===== src/rtl/hds_pkg.sv =====
// ----------------------------------------------------------------------------
// hds_pkg
// Shared constants, register indexes and types of the heightmap diffuse
// shader.
// ----------------------------------------------------------------------------
`default_nettype none

package hds_pkg;

    // Grid and store geometry.
    localparam int MAX_GRID    = 256;
    localparam int HEIGHT_BITS = 16;
    localparam int IDX_W       = 8;
    localparam int DIM_W       = 9;
    localparam int ADDR_W      = 2 * IDX_W;
    localparam int CELLS       = MAX_GRID * MAX_GRID;
    localparam int CFG_W       = 24;
    localparam int CFG_IDX_W   = 3;

    // Limits of the grid size registers.
    localparam logic [DIM_W-1:0] GRID_LIM = DIM_W'(MAX_GRID);
    localparam logic [DIM_W-1:0] GRID_MIN = DIM_W'(2);

    // Square of the full intensity level.
    localparam logic [31:0] LEVEL_SQ = 32'd65025;

    // Input item function codes.
    localparam logic FUNC_LOAD  = 1'b0;
    localparam logic FUNC_SHADE = 1'b1;

    // Configuration register indexes.
    localparam logic [CFG_IDX_W-1:0] REG_GRID_WIDTH   = 3'd0;
    localparam logic [CFG_IDX_W-1:0] REG_GRID_DEPTH   = 3'd1;
    localparam logic [CFG_IDX_W-1:0] REG_WORLD_SIZE_X = 3'd2;
    localparam logic [CFG_IDX_W-1:0] REG_WORLD_SIZE_Y = 3'd3;
    localparam logic [CFG_IDX_W-1:0] REG_WORLD_SIZE_Z = 3'd4;
    localparam logic [CFG_IDX_W-1:0] REG_LIGHT_POS_X  = 3'd5;
    localparam logic [CFG_IDX_W-1:0] REG_LIGHT_POS_Y  = 3'd6;
    localparam logic [CFG_IDX_W-1:0] REG_LIGHT_POS_Z  = 3'd7;

    // Decoded configuration: last column and row plus world values.
    typedef struct packed {
        logic [IDX_W-1:0] wm1;
        logic [IDX_W-1:0] dm1;
        logic [CFG_W-1:0] wx;
        logic [CFG_W-1:0] wy;
        logic [CFG_W-1:0] wz;
        logic [CFG_W-1:0] lx;
        logic [CFG_W-1:0] ly;
        logic [CFG_W-1:0] lz;
    } t_cfg;

    // One queued shade request, indexes already clamped to the grid.
    typedef struct packed {
        logic [IDX_W-1:0] x;
        logic [IDX_W-1:0] z;
    } t_shade;

endpackage

`default_nettype wire


===== src/rtl/hds_front.sv =====
// ----------------------------------------------------------------------------
// hds_front
// Accepts requests, writes loads into the height store and queues shades.
// ----------------------------------------------------------------------------
`default_nettype none

module hds_front (
    input  wire logic                        i_clk,
    input  wire logic                        i_rst_n,
    input  wire hds_pkg::t_cfg               i_cfg,
    input  wire logic                        i_valid,
    output logic                             o_ready,
    input  wire logic                        i_func,
    input  wire logic [hds_pkg::IDX_W-1:0]   i_x_index,
    input  wire logic [hds_pkg::IDX_W-1:0]   i_z_index,
    input  wire logic [hds_pkg::HEIGHT_BITS-1:0] i_height_value,
    input  wire logic                        i_back_busy,
    output logic                             o_wr_en,
    output logic [hds_pkg::ADDR_W-1:0]       o_wr_addr,
    output logic [hds_pkg::HEIGHT_BITS-1:0]  o_wr_data,
    output logic                             o_q_valid,
    output hds_pkg::t_shade                  o_q_item,
    input  wire logic                        i_q_pop
);

    import hds_pkg::*;

    t_shade     r_q [2];
    logic       r_wp;
    logic       r_rp;
    logic [1:0] r_cnt;
    logic       q_full;
    logic       q_empty;
    logic       accept;
    logic       push;
    t_shade     item;

    assign q_full  = (r_cnt == 2'd2);
    assign q_empty = (r_cnt == 2'd0);

    // A load waits until every earlier shade has left the queue and the back end is idle.
    assign o_ready = (i_func == FUNC_SHADE) ? !q_full : (q_empty && !i_back_busy);
    assign accept  = i_valid && o_ready;
    assign push    = accept && (i_func == FUNC_SHADE);

    // Loads go straight to the store.
    assign o_wr_en   = accept && (i_func == FUNC_LOAD);
    assign o_wr_addr = {i_z_index, i_x_index};
    assign o_wr_data = i_height_value;

    // Clamp a shade point onto the grid.
    always_comb begin
        item.x = (i_x_index > i_cfg.wm1) ? i_cfg.wm1 : i_x_index;
        item.z = (i_z_index > i_cfg.dm1) ? i_cfg.dm1 : i_z_index;
    end

    assign o_q_valid = !q_empty;
    assign o_q_item  = r_q[r_rp];

    // Two-entry queue towards the back end.
    always_ff @(posedge i_clk) begin
        if (!i_rst_n) begin
            r_wp  <= 1'b0;
            r_rp  <= 1'b0;
            r_cnt <= 2'd0;
        end else begin
            if (push) begin
                r_q[r_wp] <= item;
                r_wp      <= !r_wp;
            end
            if (i_q_pop) begin
                r_rp <= !r_rp;
            end
            if (push && !i_q_pop) begin
                r_cnt <= r_cnt + 2'd1;
            end else if (!push && i_q_pop) begin
                r_cnt <= r_cnt - 2'd1;
            end
        end
    end

endmodule

`default_nettype wire


===== config.mk =====
export PLATFORM = sky130hd
export DESIGN_NAME = hds_front
export DESIGN_NICKNAME = d
export VERILOG_FILES = /design/src/rtl/hds_pkg.sv /design/src/rtl/hds_front.sv
export SDC_FILE = /design/constraint.sdc
export NUM_CORES = 1
export LEC_CHECK = 0
export BUFFER_PORTS_ARGS = -buffer_cell sky130_fd_sc_hd__buf_2
export CORE_AREA = 2 2 97 99
export DETAILED_ROUTE_END_ITERATION = 10
export DIE_AREA = 0 0 99 101
export HOLD_SLACK_MARGIN = 0.1
export PLACE_DENSITY = 0.64
export SLEW_MARGIN = 20
export SYNTH_ARGS = -nofsm -noshare
export SYNTH_HDL_FRONTEND = slang
export SYNTH_SLANG_ARGS = --single-unit

===== constraint.sdc =====
create_clock -name i_clk -period 2 [get_ports i_clk]
set_input_delay 0.1 -clock i_clk [delete_from_list [all_inputs] [get_ports i_clk]]
set_output_delay 0.1 -clock i_clk [all_outputs]
set_load 0.005 [all_outputs]

==> results.ini <==
[sta]
finalCritPeriodShare_pct=84.07
worstMarginPinSlew_ps=366.0
rsz0062_at_grt=no
drv_slew=0
setup_tns_ps=0
finalCriticalPeriod_ps=1681
setup_violations=0
layout_setup_ws_ps=318.6
hold_viol_final=0
slew_headroom_pct=75.34
fmax_mhz=594.8
fin_skew_ps=5.688

[floorplan]
initial_utilization_pct=25.07
die-area_mm2=0.009999
io_pins=249
die_y_um=101
core_area_mm2=0.008977
fp.dieW_um=99
row_count=35

[clock_network]
clock_path_buffers=2
cts_hold_buf=1
cts_resized=0
clock-sinks=37
cts_setup_buffers=0
numCtsBuffers=5
cts_tree=yes
path_clk_slew_ps=70
clock-root-buffer=clkbuf_8
htree_levels=2
clk_latency_ps=270

[worst_setup_path]
critPathTopFamily=simple AND/OR/NAND/NOR gates
worst-endpoint-required_ps=2200
r2r_start=r_cnt[0]
end_kind=flip-flop
rrSetupSlack_ps=320
cp.buffers_inverters=0
start_kind=flip-flop
cp.arrival_ps=1890
crit_fanout=5
crit_slowest_cell=dfxtp_1
cpPeakStageDelay_ps=410
regToRegEndpoint=r_cnt[1]
setup.worst_path.class=reg -> reg
crit_chain=nand2b_1 -> and3_1 -> ha_1 -> or3_1 -> a21boi_0
r2r_cells=5

[yosys]
synth_cell_types=25
synthTopCellsByCount=buf_4, edfxtp_1, mux2_2, ha_1, inv_1
ys.flop_type=edfxtp_1
synth_top_area_cell=edfxtp_1
async_reset_ff_share_pct=0
synth_compound_area_share_pct=6.337
synthCells=181
muxShareOfSynthArea_pct=16.01
synth_xor_xnor_area_share_pct=1.556
yosys.area_share.simple_pct=5.336
synth_edf_count=32
ys_seq_elements=37
netlist_area_mm2=0.002251
yosys_warnings=0
syn_nets=396
synth_fa_ha_area_share_pct=9.450
synth_top_family_by_area=multiplexers
synth_area_leaders=edfxtp_1, mux2_2, buf_4, ha_1, dfxtp_1
avgSynthCellArea_um2=12.44
ys_seq_area_share_pct=47.14
synth_top_cell_area_share_pct=42.69

[hold_path]
min_delay_worst_endpoint=r_q[0][13]
min_from=i_cfg[157]
hold_class=in -> reg
hold_depth=2

[global_route]
grt_max_degree=17
antenna_found_initial=0
grt_pass1_wl_um=6665
grt_usage_pct=8.511
overflow=0
grt_pass1_vias=1400

[route]
wire_per_inst_um=12.39
ant_nets=0
vias=1409
viasPerCell=4.132
routed_wl_um=4226
firstDrtPassIters=4
drc=0
drt_iter0_markers=26

[run_status]
outcome=completed

[place]
hpwl_um=3348
placed_area_mm2=0.002517
post-place-ws_ps=148.1
placed_cells=332
port_buffers=72
gpl.final_weighted_congestion=0.7610

[power_and_ir_drop]
power_leakage_nw=1.135
ir_drop_v=0.0003328
powerDensity_mw_per_mm2=681.6
power.total_mw=1.782

[final_layout]
diodes=0
drive_above_1_share_pct=52.61
fin_nets=444
final_cell_area_mm2=0.002614
fin_cells=341
area_growth_pct=16.12
n_fill_cell=911

[run]
max_cap_violations=0

## cells in the final DEF, fill, tap and decap left out, types with 4 or more instances in the layout
| cell | instances |
|---|---|
| nand2_1 | 4 |
| clkbuf_8 | 5 |
| mux2_2 | 32 |
| edfxtp_1 | 32 |
| and2_1 | 4 |
| ha_1 | 17 |
| nand4_1 | 4 |
| dfxtp_1 | 5 |
| a21oi_1 | 6 |
| buf_2 | 72 |
| inv_1 | 17 |
## through the flow
stage               hold slack [ps]  util [%]
floorplan                     221.7         -
global placement              200.0     28.04
detailed placement            200.0     28.04
CTS                           151.9     29.12
global route                  156.4     29.12
finish                        160.1     29.12
## worst max path at each step
| stage | cells after the start | slack, ps | to | startpoint |
|---|---|---|---|---|
| global route | 5 | 190 | r_cnt[1] | r_cnt[0] |
| detailed placement | 8 | 150 | r_q[1][12] | i_cfg[153] |
| floorplan | 5 | 100 | r_q[0][0] | r_cnt[0] |
| global placement | 8 | 170 | r_q[1][3] | i_cfg[145] |
| CTS | 5 | 310 | r_cnt[1] | r_cnt[0] |
| finish | 5 | 320 | r_cnt[1] | r_cnt[0] |
## sequential cells by signal (all words and copies together) (netlist names), named ones only
register,cells
r_rp,1
r_wp,1
r_q,32
r_cnt,2
## power breakdown
group          internal [mW]  total (mW)  switching [mW]
registers              0.888       0.902          0.0147
clock network          0.241       0.490           0.250
logic                  0.204       0.389           0.185
total                   1.33        1.78           0.449
## cells by family (layout without fill, tap and decap cells)
kind of cell               Yosys count  count (layout)
AOI/OAI and AO/OA                   17              17
xor gates and xnor gates             4               4
adders and majority gates           17              17
buffers and inverters               52             101
DFF                                 37              37
muxes                               32              32
and+or+nand+nor                     22              22
## final cells by class
| cell class | count | area [µm²] | area share (%) |
|---|---|---|---|
| timing repair buffer | 76 | 392.9 | 15.03 |
| sequential | 37 | 1061 | 40.59 |
| tap | 111 | 138.9 | 5.314 |
| clock buffer | 5 | 68.82 | 2.633 |
| clock inverter | 3 | 17.52 | 0.6702 |
| multi-input combinational | 92 | 870.8 | 33.32 |
| inverter | 17 | 63.81 | 2.441 |
## layer usage
layer	global-route usage [%]	up-vias	share of wire [%]
met5	0	-	0
met4	2.424	0	1.1
met3	2.982	14	8.2
met2	14.19	42	48
met1	10.44	647	43
li1	-	706	-
Power figures use the tool's default switching activity.
